## src/assert_macros.svh

```systemverilog
// ----------------------------------------------------------------------------
// assert_macros.svh
// concurrent assertion helpers, removable with ASSERT_OFF
// ----------------------------------------------------------------------------
`ifndef ASSERT_MACROS_SVH
`define ASSERT_MACROS_SVH

`ifndef ASSERT_OFF
`define ASSERT_PROP(lbl, clk, rstn, prop) \
	lbl: assert property (@(posedge clk) disable iff (!rstn) prop) \
		else $error("assertion failed");
`define ASSERT_NEVER(lbl, clk, rstn, expr) \
	lbl: assert property (@(posedge clk) disable iff (!rstn) !(expr)) \
		else $error("forbidden condition seen");
`else
`define ASSERT_PROP(lbl, clk, rstn, prop)
`define ASSERT_NEVER(lbl, clk, rstn, expr)
`endif

`endif

```

## src/gct_pkg.sv

```systemverilog
// ----------------------------------------------------------------------------
// gct_pkg
// types and codes shared by the grow-only counter table
// ----------------------------------------------------------------------------
`default_nettype none
package gct_pkg;

	localparam logic [1:0] FN_NEW   = 2'd0;
	localparam logic [1:0] FN_ADD   = 2'd1;
	localparam logic [1:0] FN_MERGE = 2'd2;
	localparam logic [1:0] FN_READ  = 2'd3;

	localparam logic [1:0] ST_OK    = 2'd0;
	localparam logic [1:0] ST_FULL  = 2'd1;
	localparam logic [1:0] ST_RANGE = 2'd2;

	localparam logic [1:0] REG_DB  = 2'd0;
	localparam logic [1:0] REG_SYS = 2'd1;
	localparam logic [1:0] REG_TL  = 2'd2;

	typedef struct packed {
		logic [31:0] db;
		logic [63:0] sys;
		logic [31:0] tl;
	} key_t;

	typedef struct packed {
		logic [63:0] val;
		logic [31:0] ver;
	} ent_t;

	typedef struct packed {
		logic [1:0]  func;
		logic [62:0] amount;
		key_t        rkey;
		logic [31:0] rver;
		logic [63:0] rval;
		logic [3:0]  idx;
	} cmd_t;

	typedef struct packed {
		logic [63:0] total;
		logic [4:0]  entry_count;
		logic [1:0]  status;
		key_t        key;
		ent_t        ent;
	} res_t;

endpackage
`default_nettype wire

```

## src/gct_ctrl.sv

```systemverilog
// ----------------------------------------------------------------------------
// gct_ctrl
// sequencer: key scan, read-modify-write of one entry, total and result word
// ----------------------------------------------------------------------------
`default_nettype none
module gct_ctrl
	import gct_pkg::*;
#(
	parameter int MAX_ENTRIES = 16,
	parameter int AW = 4
) (
	input  wire logic          clk,
	input  wire logic          arst_n,
	input  wire key_t          loc_key,
	input  wire logic          in_valid,
	output logic               in_ready,
	input  wire cmd_t          cmd,
	output logic               out_valid,
	input  wire logic          out_ready,
	output res_t               res,
	output logic               kwe,
	output logic               ewe,
	output logic [AW-1:0]      waddr,
	output key_t               wkey,
	output ent_t               went,
	output logic               re,
	output logic [AW-1:0]      raddr,
	input  wire key_t          rkey,
	input  wire ent_t          rent
);

	localparam int CW = $clog2(MAX_ENTRIES + 1);
	localparam int XW = (CW > 4) ? CW : 4;

	typedef enum logic [2:0] {
		S_IDLE, S_DISPATCH, S_SCAN, S_CMP, S_UPD, S_RDW, S_RESP
	} state_t;

	state_t      state_q;
	cmd_t        cmd_q;
	logic [CW-1:0] used_q;
	logic [CW-1:0] ptr_q;
	logic [63:0] total_q;
	logic [63:0] delta_q;
	logic [1:0]  st_q;
	key_t        rdk_q;
	ent_t        rde_q;
	res_t        res_q;
	logic        out_valid_q;

	key_t        skey;
	logic [XW-1:0] idx_x;
	logic [XW-1:0] used_x;
	logic        in_range;
	logic        has_room;
	logic        match;
	ent_t        new_ent;
	logic [63:0] new_delta;
	logic [63:0] amt_x;

	assign in_ready  = (state_q == S_IDLE);
	assign out_valid = out_valid_q;
	assign res       = res_q;

	assign amt_x    = {1'b0, cmd_q.amount};
	assign skey     = (cmd_q.func == FN_ADD) ? loc_key : cmd_q.rkey;
	assign idx_x    = XW'(cmd_q.idx);
	assign used_x   = XW'(used_q);
	assign in_range = (idx_x < used_x);
	assign has_room = (used_q < CW'(MAX_ENTRIES));
	assign match    = (rkey == skey);

	always_comb begin
		new_ent   = rent;
		new_delta = '0;
		if (cmd_q.func == FN_ADD) begin
			new_ent.val = rent.val + amt_x;
			new_ent.ver = rent.ver + 32'd1;
			new_delta   = amt_x;
		end else begin
			if (cmd_q.rver > rent.ver) begin
				new_ent.ver = cmd_q.rver;
			end
			if (cmd_q.rval > rent.val) begin
				new_ent.val = cmd_q.rval;
				new_delta   = cmd_q.rval - rent.val;
			end
		end
	end

	always_comb begin
		kwe   = 1'b0;
		ewe   = 1'b0;
		waddr = used_q[AW-1:0];
		wkey  = skey;
		went  = '{val: cmd_q.rval, ver: cmd_q.rver};
		re    = 1'b0;
		raddr = ptr_q[AW-1:0];
		case (state_q)
			S_DISPATCH: begin
				if (cmd_q.func == FN_NEW) begin
					kwe   = 1'b1;
					ewe   = 1'b1;
					waddr = '0;
					wkey  = loc_key;
					went  = '{val: amt_x, ver: 32'd1};
				end else if (cmd_q.func == FN_READ) begin
					re    = in_range;
					raddr = idx_x[AW-1:0];
				end
			end
			S_SCAN: begin
				if (ptr_q == used_q) begin
					kwe = has_room;
					ewe = has_room;
					if (cmd_q.func == FN_ADD) begin
						went = '{val: amt_x, ver: 32'd1};
					end
				end else begin
					re = 1'b1;
				end
			end
			S_CMP: begin
				ewe   = match;
				waddr = ptr_q[AW-1:0];
				went  = new_ent;
			end
			default: begin
			end
		endcase
	end

	always_ff @(posedge clk or negedge arst_n) begin
		if (!arst_n) begin
			state_q     <= S_IDLE;
			used_q      <= '0;
			total_q     <= '0;
			out_valid_q <= 1'b0;
		end else begin
			if (out_valid_q && out_ready && state_q != S_RESP) begin
				out_valid_q <= 1'b0;
			end
			case (state_q)
				S_IDLE: begin
					if (in_valid) begin
						cmd_q   <= cmd;
						st_q    <= ST_OK;
						rdk_q   <= '0;
						rde_q   <= '0;
						ptr_q   <= '0;
						delta_q <= '0;
						state_q <= S_DISPATCH;
					end
				end
				S_DISPATCH: begin
					case (cmd_q.func)
						FN_NEW: begin
							used_q  <= CW'(1);
							total_q <= amt_x;
							state_q <= S_RESP;
						end
						FN_READ: begin
							if (in_range) begin
								state_q <= S_RDW;
							end else begin
								st_q    <= ST_RANGE;
								state_q <= S_RESP;
							end
						end
						default: begin
							state_q <= S_SCAN;
						end
					endcase
				end
				S_SCAN: begin
					if (ptr_q == used_q) begin
						if (has_room) begin
							used_q  <= used_q + CW'(1);
							delta_q <= (cmd_q.func == FN_ADD) ? amt_x : cmd_q.rval;
						end else begin
							st_q <= ST_FULL;
						end
						state_q <= S_UPD;
					end else begin
						state_q <= S_CMP;
					end
				end
				S_CMP: begin
					if (match) begin
						delta_q <= new_delta;
						state_q <= S_UPD;
					end else begin
						ptr_q   <= ptr_q + CW'(1);
						state_q <= S_SCAN;
					end
				end
				S_UPD: begin
					total_q <= total_q + delta_q;
					state_q <= S_RESP;
				end
				S_RDW: begin
					rdk_q   <= rkey;
					rde_q   <= rent;
					state_q <= S_RESP;
				end
				S_RESP: begin
					if (!out_valid_q || out_ready) begin
						res_q.total       <= total_q;
						res_q.entry_count <= 5'(used_q);
						res_q.status      <= st_q;
						res_q.key         <= rdk_q;
						res_q.ent         <= rde_q;
						out_valid_q       <= 1'b1;
						state_q           <= S_IDLE;
					end
				end
				default: begin
					state_q <= S_IDLE;
				end
			endcase
		end
	end

endmodule
`default_nettype wire

```

## config.mk

```make
export PLATFORM = sky130hd
export DESIGN_NAME = gct_ctrl
export DESIGN_NICKNAME = d
export VERILOG_FILES = /design/src/assert_macros.svh /design/src/gct_pkg.sv /design/src/gct_ctrl.sv
export SDC_FILE = /design/constraint.sdc
export NUM_CORES = 2
export LEC_CHECK = 0
export BUFFER_PORTS_ARGS = -buffer_cell sky130_fd_sc_hd__buf_2
export CAP_MARGIN = 20
export CORE_AREA = 4 4 454 456
export CTS_CLUSTER_SIZE = 24
export DETAILED_ROUTE_END_ITERATION = 7
export DIE_AREA = 0 0 458 460
export GPL_TIMING_DRIVEN = 0
export SETUP_SLACK_MARGIN = 0.4
export SLEW_MARGIN = 30
export SYNTH_ARGS = -nofsm -noshare
export SYNTH_HDL_FRONTEND = slang
export SYNTH_SLANG_ARGS = --single-unit
```

## constraint.sdc

```tcl
create_clock -name clk -period 20 [get_ports clk]
set_clock_uncertainty 0.05 [all_clocks]
set_input_delay 1 -clock clk [delete_from_list [all_inputs] [get_ports clk]]
set_output_delay 1 -clock clk [all_outputs]
set_load 0.05 [all_outputs]
```

==> impl_metrics.sql <==
INSERT INTO impl_metrics (metric_group, metric, value, unit) VALUES
('floorplan', 'dieArea', '211000', 'um2'),
('floorplan', 'die_width', '458', 'um'),
('global_routing', 'grt_start_max_net_pins', '52', ''),
('clock_tree', 'clock-sinks', '956', ''),
('clock_tree', 'clk_latency', '0.80', 'ns'),
('clock_tree', 'cts_inserted_buffers', '113', ''),
('timing', 'tightestPinTransition', '1.16', 'ns'),
('global_routing', 'globalRoute.totalOverflow', '0', ''),
('drt', 'vias', '47407', ''),
('global_routing', 'grt_pass1_vias', '44880', ''),
('timing', 'grt_setup_unrepaired', 'false', ''),
('layout', 'layout.nets', '6830', ''),
('layout', 'final_cell_area', '66900', 'um2'),
('layout', 'area_growth_from_synthesis_to_final_layout', '27.7', '%'),
('global_routing', 'grt_pass1_wl', '409', 'mm'),
('clock_tree', 'tritoncts', 'built', ''),
('logic_synthesis', 'mappedNetlistArea', '52400', 'um2'),
('logic_synthesis', 'yosysUniqueCellTypes', '89', ''),
('placed_design', 'placement.io_buffers', '1180', ''),
('floorplan', 'die_height', '460', 'um'),
('placed_design', 'gp_routability_congestion', '1.00', ''),
('drt', 'detail_route.iter0.violations', '6310', ''),
('logic_synthesis', 'synth_flop_cell', 'sky130_fd_sc_hd__edfxtp_1', ''),
('worst_setup_path', 'critPathLaunchType', 'flop', ''),
('timing', 'finalHoldViolations', '0', ''),
('logic_synthesis', 'ys_seq_area_share', '54.1', '%'),
('global_routing', 'antenna_violations_before_repair', '148', ''),
('timing', 'period_needed', '8.07', 'ns'),
('logic_synthesis', 'syn_inst', '4598', ''),
('global_routing', 'grt_use_total', '28.6', '%'),
('clock_tree', 'htreeDepth', '3', ''),
('clock_tree', 'cts.root.buffer_cell', 'sky130_fd_sc_hd__clkbuf_16', ''),
('logic_synthesis', 'number_of_register_bits_inferred_by_synthesis', '956', ''),
('pwr', 'power.leakage', '26.7', 'nW'),
('placed_design', 'dp_hpwl', '260', 'mm'),
('layout', 'layout.cells.non_filler', '8771', ''),
('logic_synthesis', 'synth-warning-count', '0', ''),
('timing', 'timing.max_slew.rel_slack', '22.8', '%'),
('worst_setup_path', 'timing.critical_path.to_type', 'output port', ''),
('floorplan', 'core-area', '202000', 'um2'),
('drt', 'detail_route.drc_violations', '0', ''),
('worst_setup_path', 'worstPathArrival', '7.02', 'ns'),
('timing', 'setup-tns-final', '0', 'ns'),
('drt', 'firstDrtPassIters', '6', ''),
('worst_setup_path', 'critical_path.max_fanout', '10', ''),
('drt', 'detail_route.wirelength', '314', 'mm'),
('pwr', 'maximum_vdd_drop', '0.0881', 'mV'),
('logic_synthesis', 'syn-num-nets', '5481', ''),
('floorplan', 'ioPinCount', '1181', ''),
('pwr', 'pd_cells', '139', 'nW/um2'),
('drt', 'avgRoutedWirePerCell', '35.8', 'um'),
('pwr', 'finalPower', '9.28', 'mW'),
('placed_design', 'dp_cells', '8501', ''),
('floorplan', 'start_util', '26.0', '%'),
('flow_run', 'timing.max_cap.violations', '0', ''),
('drt', 'antenna_violating_nets_post_route', '0', ''),
('outcome', 'outcome', 'finished clean', ''),
('floorplan', 'num_rows', '165', ''),
('timing', 'timing.fmax', '124', 'MHz'),
('clock_tree', 'clock_tree.buffer_depth', '3', ''),
('timing', 'final-setup-viol-count', '0', ''),
('logic_synthesis', 'synth.avg_cell_area', '11.4', 'um2'),
('worst_hold_path', 'timing.hold.worst.class', 'input pin to flop', ''),
('worst_setup_path', 'critPathKind', 'flop to output port', ''),
('timing', 'hold-worst-slack', '0.329', 'ns'),
('drt', 'post_drt_via_cell_ratio', '5.40', ''),
('layout', 'drive_above_1_share', '27.9', '%'),
('timing', 'slew_viol_final', '0', ''),
('placed_design', 'post_dp_cell_area', '62900', 'um2'),
('clock_tree', 'clkTransAtPathRegs', '0.06', 'ns'),
('clock_tree', 'cts_setup_buffers', '0', ''),
('timing', 'finalCritPeriodShare', '40.3', '%'),
('logic_synthesis', 'async_flop_share', '7.64', '%'),
('logic_synthesis', 'synth-edff-count', '883', ''),
('worst_setup_path', 'cp.required', '18.95', 'ns');
## critical path: stages, from the launching register on
cell	delay (ns)
sky130_fd_sc_hd__edfxtp_1	0.40
sky130_fd_sc_hd__inv_1	0.10
sky130_fd_sc_hd__ha_1	0.23
sky130_fd_sc_hd__clkbuf_1	0.15
sky130_fd_sc_hd__buf_2	0.34
sky130_fd_sc_hd__buf_2	0.60
sky130_fd_sc_hd__clkbuf_2	0.61
sky130_fd_sc_hd__clkbuf_1	0.70
sky130_fd_sc_hd__clkbuf_1	0.73
sky130_fd_sc_hd__clkbuf_1	0.92
sky130_fd_sc_hd__a21oi_1	0.15
sky130_fd_sc_hd__o21ai_0	0.82
sky130_fd_sc_hd__buf_2	0.41
## cell families after synthesis
kind of cell	after synthesis	synth area share (%)
adders and majority gates	234	5.63
muxes	316	6.36
AOI/OAI and AO/OA	1241	15.1
xor gates and xnor gates	334	5.58
and+or+nand+nor	1130	10.4
buffers and inverters	387	2.91
DFF	956	54.1
## power by group
group | switching (mW) | internal, mW | total (mW)
logic | 3.10 | 1.16 | 4.26
clock network | 0.939 | 1.27 | 2.21
registers | 0.237 | 2.57 | 2.80
total | 4.28 | 5.00 | 9.28
## per-stage QoR
step	worst slack, ns	util [%]
CTS	11.98	33.1
floorplan	0.849	-
finish	11.93	33.2
global placement	-14.44	30.6
global route	11.85	33.1
detailed placement	12.73	31.2
## per-layer routing
metal | global-route usage, % | share of wire (%)
met3 | 8.17 | 11
met1 | 39.7 | 43
met4 | 10.1 | 4.1
met2 | 42.3 | 42
met5 | 0 | 0.091
## final cells by class
class,count,area (um2)
Antenna cell,55,138
Tap cell,2672,3340
Timing Repair Buffer,1234,6970
Multi-Input combinational cell,3255,22700
Clock inverter,77,928
Clock buffer,135,2950
Inverter,155,582
Buffer,232,1030
Fill cell,20618,135000
Sequential cell,956,28300
## synthesized netlist by cell type, types with 24 or more instances
master / number / area, um2
sky130_fd_sc_hd__inv_1: 154 / 578
sky130_fd_sc_hd__nand4_1: 80 / 500
sky130_fd_sc_hd__mux2i_1: 179 / 1790
sky130_fd_sc_hd__nor3_1: 48 / 240
sky130_fd_sc_hd__and3_1: 34 / 213
sky130_fd_sc_hd__nor2b_1: 29 / 181
sky130_fd_sc_hd__xor2_1: 119 / 1040
sky130_fd_sc_hd__a21oi_1: 296 / 1480
sky130_fd_sc_hd__nor2_1: 304 / 1140
sky130_fd_sc_hd__o211ai_1: 31 / 233
sky130_fd_sc_hd__edfxtp_1: 883 / 26500
sky130_fd_sc_hd__mux2_2: 137 / 1540
sky130_fd_sc_hd__o21ai_0: 338 / 1690
sky130_fd_sc_hd__a21o_1: 123 / 923
sky130_fd_sc_hd__and2_1: 148 / 926
sky130_fd_sc_hd__a211oi_1: 33 / 248
sky130_fd_sc_hd__nand3_1: 68 / 340
sky130_fd_sc_hd__a31oi_1: 46 / 288
sky130_fd_sc_hd__o21bai_1: 33 / 248
sky130_fd_sc_hd__ha_1: 231 / 2890
sky130_fd_sc_hd__xnor2_1: 215 / 1880
sky130_fd_sc_hd__nand2b_1: 29 / 181
sky130_fd_sc_hd__a22oi_1: 115 / 863
sky130_fd_sc_hd__buf_1: 24 / 90.1
sky130_fd_sc_hd__clkbuf_1: 188 / 706
sky130_fd_sc_hd__nor4_1: 34 / 213
sky130_fd_sc_hd__nand2_1: 312 / 1170
sky130_fd_sc_hd__dfrtp_1: 73 / 1830
sky130_fd_sc_hd__o21a_1: 24 / 180
## what timing repair did
item	in CTS	in global routing
hold endpoints to repair	16	0
hold buffers	1	0
gates resized for setup	0	0
## cell usage in the layout, fill, tap and decap left out, drive strengths merged, types with 169 or more instances in the layout
cell type	netlist	final
nor2	304	304
a21oi	296	296
clkbuf	188	324
edfxtp	883	883
nand2	313	313
mux2i	179	179
buf	44	1276
ha	231	231
xnor2	215	215
inv	155	169
o21ai	353	353
## worst paths after layout
kind,startpoint,end,slack (ns),cells after the start
min in group asynchronous,arst_n,total_q[27]$_DFFE_PN0P_,0.62,2
max in group asynchronous,arst_n,total_q[56]$_DFFE_PN0P_,18.61,3
min,cmd[267],amt_x[39]$_DFFE_PP_,0.33,1
min reg2reg,rde_q[1]$_SDFFCE_PP0P_,res[1]$_DFFE_PP_,0.34,0
max,cmd_q[292]$_DFFE_PP_,went[34],11.93,12
max reg2reg,cmd_q[292]$_DFFE_PP_,delta_q[58]$_DFFE_PP_,13.42,15
## state kept, by name, indices dropped and copies added (netlist names)
signal / flops
delta_q: 64
total_q: 64
cmd_q: 230
amt_x: 63
res: 295
state_q: 3
rdk_q: 128
ptr_q: 5
st_q: 2
used_q: 5
rde_q: 96
out_valid: 1
(Power assumes the default switching activity.)
