[src/assert_macros.svh]
// ----------------------------------------------------------------------------
// assert_macros.svh
// concurrent assertion helpers, removable with ASSERT_OFF
// ----------------------------------------------------------------------------
`ifndef ASSERT_MACROS_SVH
`define ASSERT_MACROS_SVH

`ifndef ASSERT_OFF
`define ASSERT_PROP(lbl, clk, rstn, prop) \
	lbl: assert property (@(posedge clk) disable iff (!rstn) prop) \
		else $error("assertion failed");
`define ASSERT_NEVER(lbl, clk, rstn, expr) \
	lbl: assert property (@(posedge clk) disable iff (!rstn) !(expr)) \
		else $error("forbidden condition seen");
`else
`define ASSERT_PROP(lbl, clk, rstn, prop)
`define ASSERT_NEVER(lbl, clk, rstn, expr)
`endif

`endif

[src/gct_ram.sv]
// ----------------------------------------------------------------------------
// gct_ram
// single write port, single read port memory with registered read data
// ----------------------------------------------------------------------------
`default_nettype none
module gct_ram #(
	parameter int W     = 64,
	parameter int DEPTH = 16,
	parameter int AW    = 4
) (
	input  wire logic          clk,
	input  wire logic          we,
	input  wire logic [AW-1:0] waddr,
	input  wire logic [W-1:0]  wdata,
	input  wire logic          re,
	input  wire logic [AW-1:0] raddr,
	output logic      [W-1:0]  rdata
);

	logic [W-1:0] mem [DEPTH];

	always_ff @(posedge clk) begin
		if (we) begin
			mem[waddr] <= wdata;
		end
	end

	always_ff @(posedge clk) begin
		if (re) begin
			rdata <= mem[raddr];
		end
	end

endmodule
`default_nettype wire

[config.mk]
export PLATFORM = sky130hd
export DESIGN_NAME = gct_ram
export DESIGN_NICKNAME = d
export VERILOG_FILES = /design/src/assert_macros.svh /design/src/gct_ram.sv
export SDC_FILE = /design/constraint.sdc
export NUM_CORES = 1
export LEC_CHECK = 0
export BUFFER_PORTS_ARGS = -buffer_cell sky130_fd_sc_hd__buf_2
export CORE_AREA = 8 8 367 262
export DETAILED_ROUTE_END_ITERATION = 12
export DIE_AREA = 0 0 375 270
export GPL_TIMING_DRIVEN = 0
export PLACE_DENSITY = 0.57
export SYNTH_ARGS = -nofsm -noshare
export SYNTH_HDL_FRONTEND = slang
export SYNTH_SLANG_ARGS = --single-unit
[constraint.sdc]
create_clock -name clk -period 6.9 [get_ports clk]
set_input_delay 0.69 -clock clk [delete_from_list [all_inputs] [get_ports clk]]
set_output_delay 0.69 -clock clk [all_outputs]
set_load 0.1 [all_outputs]
==> results.py, run 1 <==
metrics = {
    "setup_path": {
        "cp.arrival_ns": 2.88,
        "crit_chain": "buf_2, or3b_2, nor3_2, buf_6, buf_6, buf_6",
        "reg2reg_slack_ns": 5.13,
        "crit_path_max_fanout": 10,
        "critPathSlowestCell": "nor3_2",
        "crit_top_cell": "buf_6",
        "critPathKind": "in -> reg",
        "start_kind": "input port",
        "slowest_delay_ns": 0.80,
        "endpoint_kind": "register",
        "critPathRequiredTime_ns": 7.26,
    },
    "timing": {
        "setup_viol": 0,
        "holdWs_ns": 0.399,
        "slew_violations": 0,
        "min_period_ns": 2.52,
        "maxSlewHeadroom_pct": 17.2,
        "grt_setup_unrepaired": "no",
        "setup_tns_ns": 0,
        "fin_ws_ns": 4.38,
        "worst_slew_pin_slew_ns": 1.24,
        "finalCritPeriodShare_pct": 36.5,
        "clock_skew_ns": 0.0239,
        "max_freq_mhz": 397,
        "final-hold-violation-count": 0,
    },
    "synthesis": {
        "synth_cells": 1647,
        "synthArstFlopShare_pct": 0,
        "synth_area_per_cell_um2": 24.4,
        "synth_seq_area_share_pct": 81.2,
        "syn-cell-area_um2": 40200,
        "ys.flop_type": "edfxtp_1",
        "synth_top_cell_area_share_pct": 81.2,
        "synth_commonest_cells": "edfxtp_1 (1,088), mux4_2 (256), a22oi_1 (128)",
        "yosysWarnings": 0,
        "ys_ff_latch": 1088,
        "ys_top_cells_by_area": "edfxtp_1 (81%), mux4_2 (14%), a22oi_1 (2.4%), nand2_1 (0.61%), buf_6 (0.36%)",
        "synth-adder-area-share_pct": 0,
        "yosysMostFrequentCell": "edfxtp_1",
        "synth-compound-area-share_pct": 2.39,
        "synth_top_area_cell": "edfxtp_1",
        "synthMuxAreaShare_pct": 14.3,
        "synth_top_family_by_area": "multiplexers",
        "synth.distinct_cells": 17,
        "yosys.area_share.simple_pct": 0.927,
        "synthXorXnorAreaFrac_pct": 0,
        "synth_edf_count": 1088,
        "syn_nets": 1722,
    },
    "clock_network": {
        "numCtsBuffers": 102,
        "cts.clk_slew.worst_paths_ns": 0.07,
        "clockBufferDepth": 3,
        "post-cts-setup-buffer-count": 0,
        "clk_latency_ns": 0.67,
        "cts_resized": 0,
        "htreeDepth": 3,
        "ctsRootBufferMaster": "clkbuf_16",
        "hold_buffers": 0,
        "cts_tree": "yes",
        "cts.sinks": 1088,
    },
    "placed_design": {
        "dpl_cell_area_um2": 43700,
        "globalplace.congestion": 0.700,
        "dp_hpwl_mm": 59.2,
        "io_buffers": 136,
        "place_inst": 3040,
        "pre_cts_slack_ns": 3.65,
    },
    "drt": {
        "ant_nets": 0,
        "via_per_inst": 5.68,
        "drt_iter0_drc": 2277,
        "drc": 0,
        "dr.pass1.iters": 5,
        "wl_per_cell_um": 28.5,
        "routed_wl_mm": 92.2,
        "dr_total_vias": 18400,
    },
    "grt": {
        "grt_max_degree": 35,
        "grt_pass1_vias": 19400,
        "track_usage_pct": 18.1,
        "grt_pass1_wl_mm": 134,
        "antenna_found_initial": 9,
        "gr-total-overflow": 0,
    },
    "die": {
        "num_io_pins": 139,
        "placementRows": 93,
        "die_w_um": 375,
        "die_area_um2": 101000,
        "die_h_um": 270,
        "core_area_um2": 90600,
        "start_util_pct": 44.4,
    },
    "pwr": {
        "design_power_total_mw": 14.0,
        "p_per_area_nw_per_um2": 297,
        "irDropWorstVdd_v": 0.000188,
        "power.leakage_nw": 15.0,
    },
    "finish": {
        "fin_area_um2": 47100,
        "final_cells": 3239,
        "fin_util_pct": 51.9,
        "fill_cells": 6978,
        "drive_above_1_share_pct": 31.9,
        "layout.nets": 2032,
        "area_delta_synth_final_pct": 17.0,
    },
    "run_status": {
        "status": "complete, no violations",
    },
    "min_path": {
        "hold_class": "in -> reg",
    },
    "job": {
        "maxCapViolations": 0,
    },
}
[final timing paths]
| path | start | endpoint | cells after the start |
|---|---|---|---|
| min | wdata[30] | mem[10][30] | 1 |
| max | waddr[2] | mem[0][38] | 6 |
| max reg2reg | mem[10][15] | rdata[15] | 3 |
| min reg2reg | mem[14][37] | rdata[37] | 3 |
[layout make-up]
| class | instances | area, um2 | area share (%) |
|---|---|---|---|
| sequential | 1088 | 32700 | 69.4 |
| buffer | 84 | 452 | 0.960 |
| tap | 1187 | 1490 | 3.16 |
| multi-input combinational | 475 | 7210 | 15.3 |
| clock inverter | 66 | 597 | 1.27 |
| timing repair buffer | 206 | 1910 | 4.05 |
| antenna | 6 | 15.0 | 0.0319 |
| clock buffer | 127 | 2730 | 5.80 |
[registers in the layout, indices dropped and copies added, names as in the netlist]
register	count
mem	1024
rdata	64
[worst max-delay path: cells and delay by family]
| kind | cells | cell delay (ns) |
|---|---|---|
| buffers and inverters | 4 | 0.77 |
| AND/OR/NAND/NOR | 2 | 1.39 |
[power breakdown]
part / switching (mW) / internal, mW / total (mW)
Sequential: 0.0327 / 7.44 / 7.48
Combinational: 0.641 / 0.276 / 0.917
Clock: 2.38 / 3.22 / 5.59
[cell usage in the layout (no fill, tap or decap), types with 6 or more instances in the layout]
cell type,instances
a22oi_1,128
nor2_4,12
clkbuf_1,57
clkinv_1,30
mux4_2,256
diode_2,6
buf_6,44
edfxtp_1,1088
buf_4,8
clkinv_2,19
buf_16,15
nand2_1,65
buf_1,16
buf_12,22
buf_2,148
bufinv_16,11
clkbuf_16,106
[metal layers]
layer  track usage (%)  wire length (um)  vias up
li1                  -                 -     7778
met4              2.97              1220        4
met2              27.8             42700      604
met3              3.60              6740      110
met5                 0                27        -
met1              27.3             41500     9897
[logic make-up after synthesis]
group | after synthesis
flip-flops | 1088
buffers and inverters | 84
AND/OR/NAND/NOR | 91
AO/OA/AOI/OAI | 128
multiplexers | 256
Power figures use the tool's default switching activity.
==> inputs of run 2 (changes only) <==
Settings changed: PLACE_DENSITY 0.57 to 0.59.
Clock period 6.9 ns to 2 ns, I/O delays scaled along.
==> run 2 against run 1 <==
Clock skew down 0.012 ns; clock power rose to 3.3 times the previous value; power grew to 3.4 times the previous value; register-to-register slack got worse by 4.9 ns; critical endpoint is now rdata[63]; sequential share of layout area fell by 0.57 points; routed wire length down 0.27%; sequential power rose to 3.4 times the previous value; design area grew 0.82%; core utilization up 0.43 points.
==> results.py, run 2 (synthesis results as in run 1) <==
metrics = {
    "grt": {
        "track_usage_pct": 18.1,
        "grt_pass1_wl_mm": 135,
        "antenna_found_initial": 4,
        "gr-total-overflow": 0,
        "grt_pass1_vias": 19600,
        "grt_max_degree": 36,
    },
    "die": {
        "core_area_um2": 90600,
        "die_h_um": 270,
        "die_w_um": 375,
        "start_util_pct": 44.4,
        "die_area_um2": 101000,
        "num_io_pins": 139,
        "placementRows": 93,
    },
    "timing": {
        "final-hold-violation-count": 0,
        "slew_violations": 0,
        "fin_ws_ns": 0.101,
        "clock_skew_ns": 0.0116,
        "finalCritPeriodShare_pct": 94.9,
        "maxSlewHeadroom_pct": 21.7,
        "grt_setup_unrepaired": "no",
        "min_period_ns": 1.90,
        "setup_viol": 0,
        "max_freq_mhz": 527,
        "worst_slew_pin_slew_ns": 1.17,
    },
    "finish": {
        "layout.nets": 2080,
        "regMostFlops": "mem",
        "drive_above_1_share_pct": 29.9,
        "final_cells": 3270,
        "largest_register_ffs": 1024,
        "area_delta_synth_final_pct": 18.0,
        "fill_cells": 6883,
        "multi_input_area_um2": 7250,
        "reg_top3": "mem x1024, rdata x64",
        "final_common_cell": "edfxtp_1",
        "final-seq-area_um2": 32700,
        "final_cell_mix": "edfxtp_1 (1,088), mux4_2 (256), buf_2 (148), a22oi_1 (128), clkbuf_16 (106)",
    },
    "placed_design": {
        "pre_cts_slack_ns": -0.569,
        "dp_hpwl_mm": 57.9,
        "place_inst": 3023,
        "globalplace.congestion": 0.707,
        "io_buffers": 136,
    },
    "setup_path": {
        "critPathRequiredTime_ns": 1.80,
        "start_kind": "register",
        "cp.arrival_ns": 1.70,
        "crit_path_max_fanout": 1,
        "worstRegToRegCells": 3,
        "critPathTopFamily": "flip-flops",
        "endpoint_kind": "output pin",
        "path_depth": 1,
        "slowest_delay_ns": 0.53,
        "critPathSlowestCell": "edfxtp_1",
        "crit_chain": "buf_2",
        "crit_buf_inv": 1,
        "critPathKind": "reg -> out",
    },
    "pwr": {
        "design_power_total_mw": 47.4,
        "irDropWorstVdd_v": 0.000704,
        "power.leakage_nw": 15.1,
        "p_per_area_nw_per_um2": 998,
    },
    "clock_network": {
        "post-cts-setup-buffer-count": 0,
        "numCtsBuffers": 103,
        "cts_tree": "yes",
        "clockBufferDepth": 3,
        "htreeDepth": 3,
        "clk_latency_ns": 0.66,
        "cts.sinks": 1088,
        "cts.clk_slew.worst_paths_ns": 0.06,
        "ctsRootBufferMaster": "clkbuf_16",
    },
    "drt": {
        "dr.pass1.iters": 5,
        "dr_total_vias": 18600,
        "routed_wl_mm": 91.9,
        "drc": 0,
        "via_per_inst": 5.68,
        "ant_nets": 0,
        "wl_per_cell_um": 28.1,
        "drt_iter0_drc": 1900,
    },
    "run_status": {
        "status": "complete, no violations",
    },
    "job": {
        "maxCapViolations": 0,
    },
    "min_path": {
        "min_path_cells": 1,
        "hold_class": "in -> reg",
    },
}
==> run 2: metrics by stage <==
step            TNS, ns  area [um2]  util [%]  hold WS, ns
6_report              0       47500      52.4       0.0156
5_1_grt               0       47400      52.3       0.0358
4_1_cts               0       47400      52.3       0.0142
3_5_place_dp    -126.08       43700      48.2        0.578
3_3_place_gp   -2270.02       42500      46.9        0.563
2_1_floorplan   -373.37       40300         -        0.299
==> run 2: final cells by class <==
type	count	area share [%]
Antenna cell	3	0.0158
Buffer	84	0.952
Clock buffer	140	5.86
Clock inverter	40	0.678
Multi-Input combinational cell	475	15.3
Sequential cell	1088	68.8
Tap cell	1187	3.13
Timing Repair Buffer	253	5.25
==> run 2: report_power, final <==
group	leakage, nW	switching [mW]	internal (mW)
Sequential	9.89	0.118	25.7
Clock	1.51	7.99	10.3
Combinational	3.72	2.24	1.04
Total	15.1	10.4	37.0
==> run 2: what timing repair did <==
item,CTS,global route
endpoints found under the hold margin,1024,0
resized for setup,0,0
hold buffers,64,0
setup endpoints to repair,0,0
==> run 2: path summary, 6_finish.rpt <==
check | start | to | slack, ns
min | re | rdata[53] | 0.02
min reg2reg | mem[14][34] | rdata[34] | 0.75
max reg2reg | mem[11][17] | rdata[17] | 0.28
max | rdata[63] | rdata[63] | 0.10
==> run 2: routing by layer <==
layer / up-vias / GRT usage (%) / wire [um]
li1: 7852 / - / -
met1: 10000 / 27.1 / 42000
met2: 582 / 27.6 / 42300
met3: 126 / 3.66 / 5960
met4: 2 / 3.74 / 1600
met5: - / 0 / 12
==> inputs of run 3 (changes only) <==
Settings changed: MAX_ROUTING_LAYER set to met4.
==> run 3 against run 2 <==
Die area unchanged; clock power about the same; global-route usage up 0.53 points; critical path type is now in -> reg; critical endpoint is now rdata[17]; power about the same; sequential power about the same; largest power group unchanged; clock skew about the same.
==> results.py, run 3 (synthesis results as in run 1) <==
metrics = {
    "finish": {
        "drive_above_1_share_pct": 29.9,
        "area_delta_synth_final_pct": 18.0,
        "layout.nets": 2080,
        "regMostFlops": "mem",
        "final_cells": 3272,
        "reg_top3": "mem x1024, rdata x64",
        "multi_input_area_um2": 7250,
        "final_common_cell": "edfxtp_1",
        "fin_util_pct": 52.4,
        "fill_cells": 6883,
        "final_cell_mix": "edfxtp_1 (1,088), mux4_2 (256), buf_2 (148), a22oi_1 (128), clkbuf_16 (106)",
        "largest_register_ffs": 1024,
        "final-seq-area_um2": 32700,
    },
    "placed_design": {
        "io_buffers": 136,
        "dp_hpwl_mm": 57.9,
        "globalplace.congestion": 0.714,
        "place_inst": 3023,
    },
    "timing": {
        "setup_viol": 0,
        "clock_skew_ns": 0.0116,
        "grt_setup_unrepaired": "no",
        "maxSlewHeadroom_pct": 20.0,
        "worst_slew_pin_slew_ns": 1.20,
        "max_freq_mhz": 521,
        "setup_tns_ns": 0,
        "final-hold-violation-count": 0,
        "min_period_ns": 1.92,
        "finalCritPeriodShare_pct": 95.9,
        "slew_violations": 0,
    },
    "drt": {
        "wl_per_cell_um": 28.1,
        "dr.pass1.iters": 6,
        "via_per_inst": 5.69,
        "routed_wl_mm": 91.8,
        "drc": 0,
        "drt_iter0_drc": 1888,
        "dr_total_vias": 18600,
        "ant_nets": 0,
    },
    "setup_path": {
        "critPathRequiredTime_ns": 2.37,
        "critPathKind": "in -> reg",
        "cp.arrival_ns": 2.29,
        "reg2reg_slack_ns": 0.19,
        "endpoint_kind": "register",
        "start_kind": "input port",
        "crit_path_max_fanout": 10,
    },
    "grt": {
        "grt_pass1_vias": 19600,
        "antenna_found_initial": 4,
        "track_usage_pct": 18.6,
        "grt_pass1_wl_mm": 135,
        "grt_max_degree": 36,
        "gr-total-overflow": 0,
    },
    "clock_network": {
        "cts_resized": 0,
        "cts.sinks": 1088,
        "htreeDepth": 3,
        "clockBufferDepth": 3,
        "numCtsBuffers": 103,
        "cts.clk_slew.worst_paths_ns": 0.06,
        "ctsRootBufferMaster": "clkbuf_16",
        "clk_latency_ns": 0.66,
        "cts_tree": "yes",
    },
    "die": {
        "die_h_um": 270,
        "num_io_pins": 139,
        "placementRows": 93,
        "die_w_um": 375,
        "die_area_um2": 101000,
        "start_util_pct": 44.4,
        "core_area_um2": 90600,
    },
    "pwr": {
        "design_power_total_mw": 47.4,
        "irDropWorstVdd_v": 0.000703,
        "power.leakage_nw": 15.1,
        "p_per_area_nw_per_um2": 998,
    },
    "run_status": {
        "status": "complete, no violations",
    },
    "min_path": {
        "hold_class": "in -> reg",
    },
    "job": {
        "maxCapViolations": 0,
    },
}
[run 3: cell types whose count changed in the layout (fill, tap and decap cells not counted)]
cell | before | now
diode_2 | 3 | 5
[run 3: cell type report]
class                   count  share of cell area, %
flip-flops and latches   1088                   68.8
multi-input cells         475                   15.3
clock buffers             140                   5.86
repair buffers            253                   5.25
well taps                1187                   3.13
plain buffers              84                  0.952
clock inverters            40                  0.678
diodes                      5                 0.0264
[run 3: final timing paths]
| check | end | cells after the start | start |
|---|---|---|---|
| max | rdata[17] | 5 | raddr[1] |
| min | rdata[53] | 1 | re |
| max reg2reg | rdata[17] | 3 | mem[11][17] |
| min reg2reg | rdata[29] | 3 | mem[14][29] |
[run 3: worst max-delay path, stage by stage]
cell	delay, ns
buf_2	0.32
clkbuf_1	0.68
mux4_2	0.43
a22oi_1	0.47
nand2_1	0.19
[run 3: stage by stage]
stage	setup WS, ns	instance area, um2	hold slack, ns
after global routing	0.0457	47500	0.0381
after global placement	-2.93	42500	0.563
final	0.0817	47500	0.0185
after floorplan	-0.668	40300	0.299
after CTS	0.0950	47400	0.0142
after detailed placement	-0.569	43700	0.578
[run 3: where the power goes]
group	switching, mW	total, mW	internal, mW	leakage, nW
logic	2.24	3.28	1.04	3.72
clock network	7.98	18.3	10.3	1.51
registers	0.118	25.8	25.7	9.89
[run 3: repair_timing]
item	in CTS	in global routing
endpoints found under the hold margin	1024	0
setup buffers	0	0
hold buffers	64	0
[run 3: per-layer routing]
layer	GRT usage, %	share of wire, %	vias up
met5	-	0	-
met4	3.79	1.8	0
met3	3.52	6.6	129
met2	27.6	46	617
met1	27.2	46	10000
li1	-	-	7855
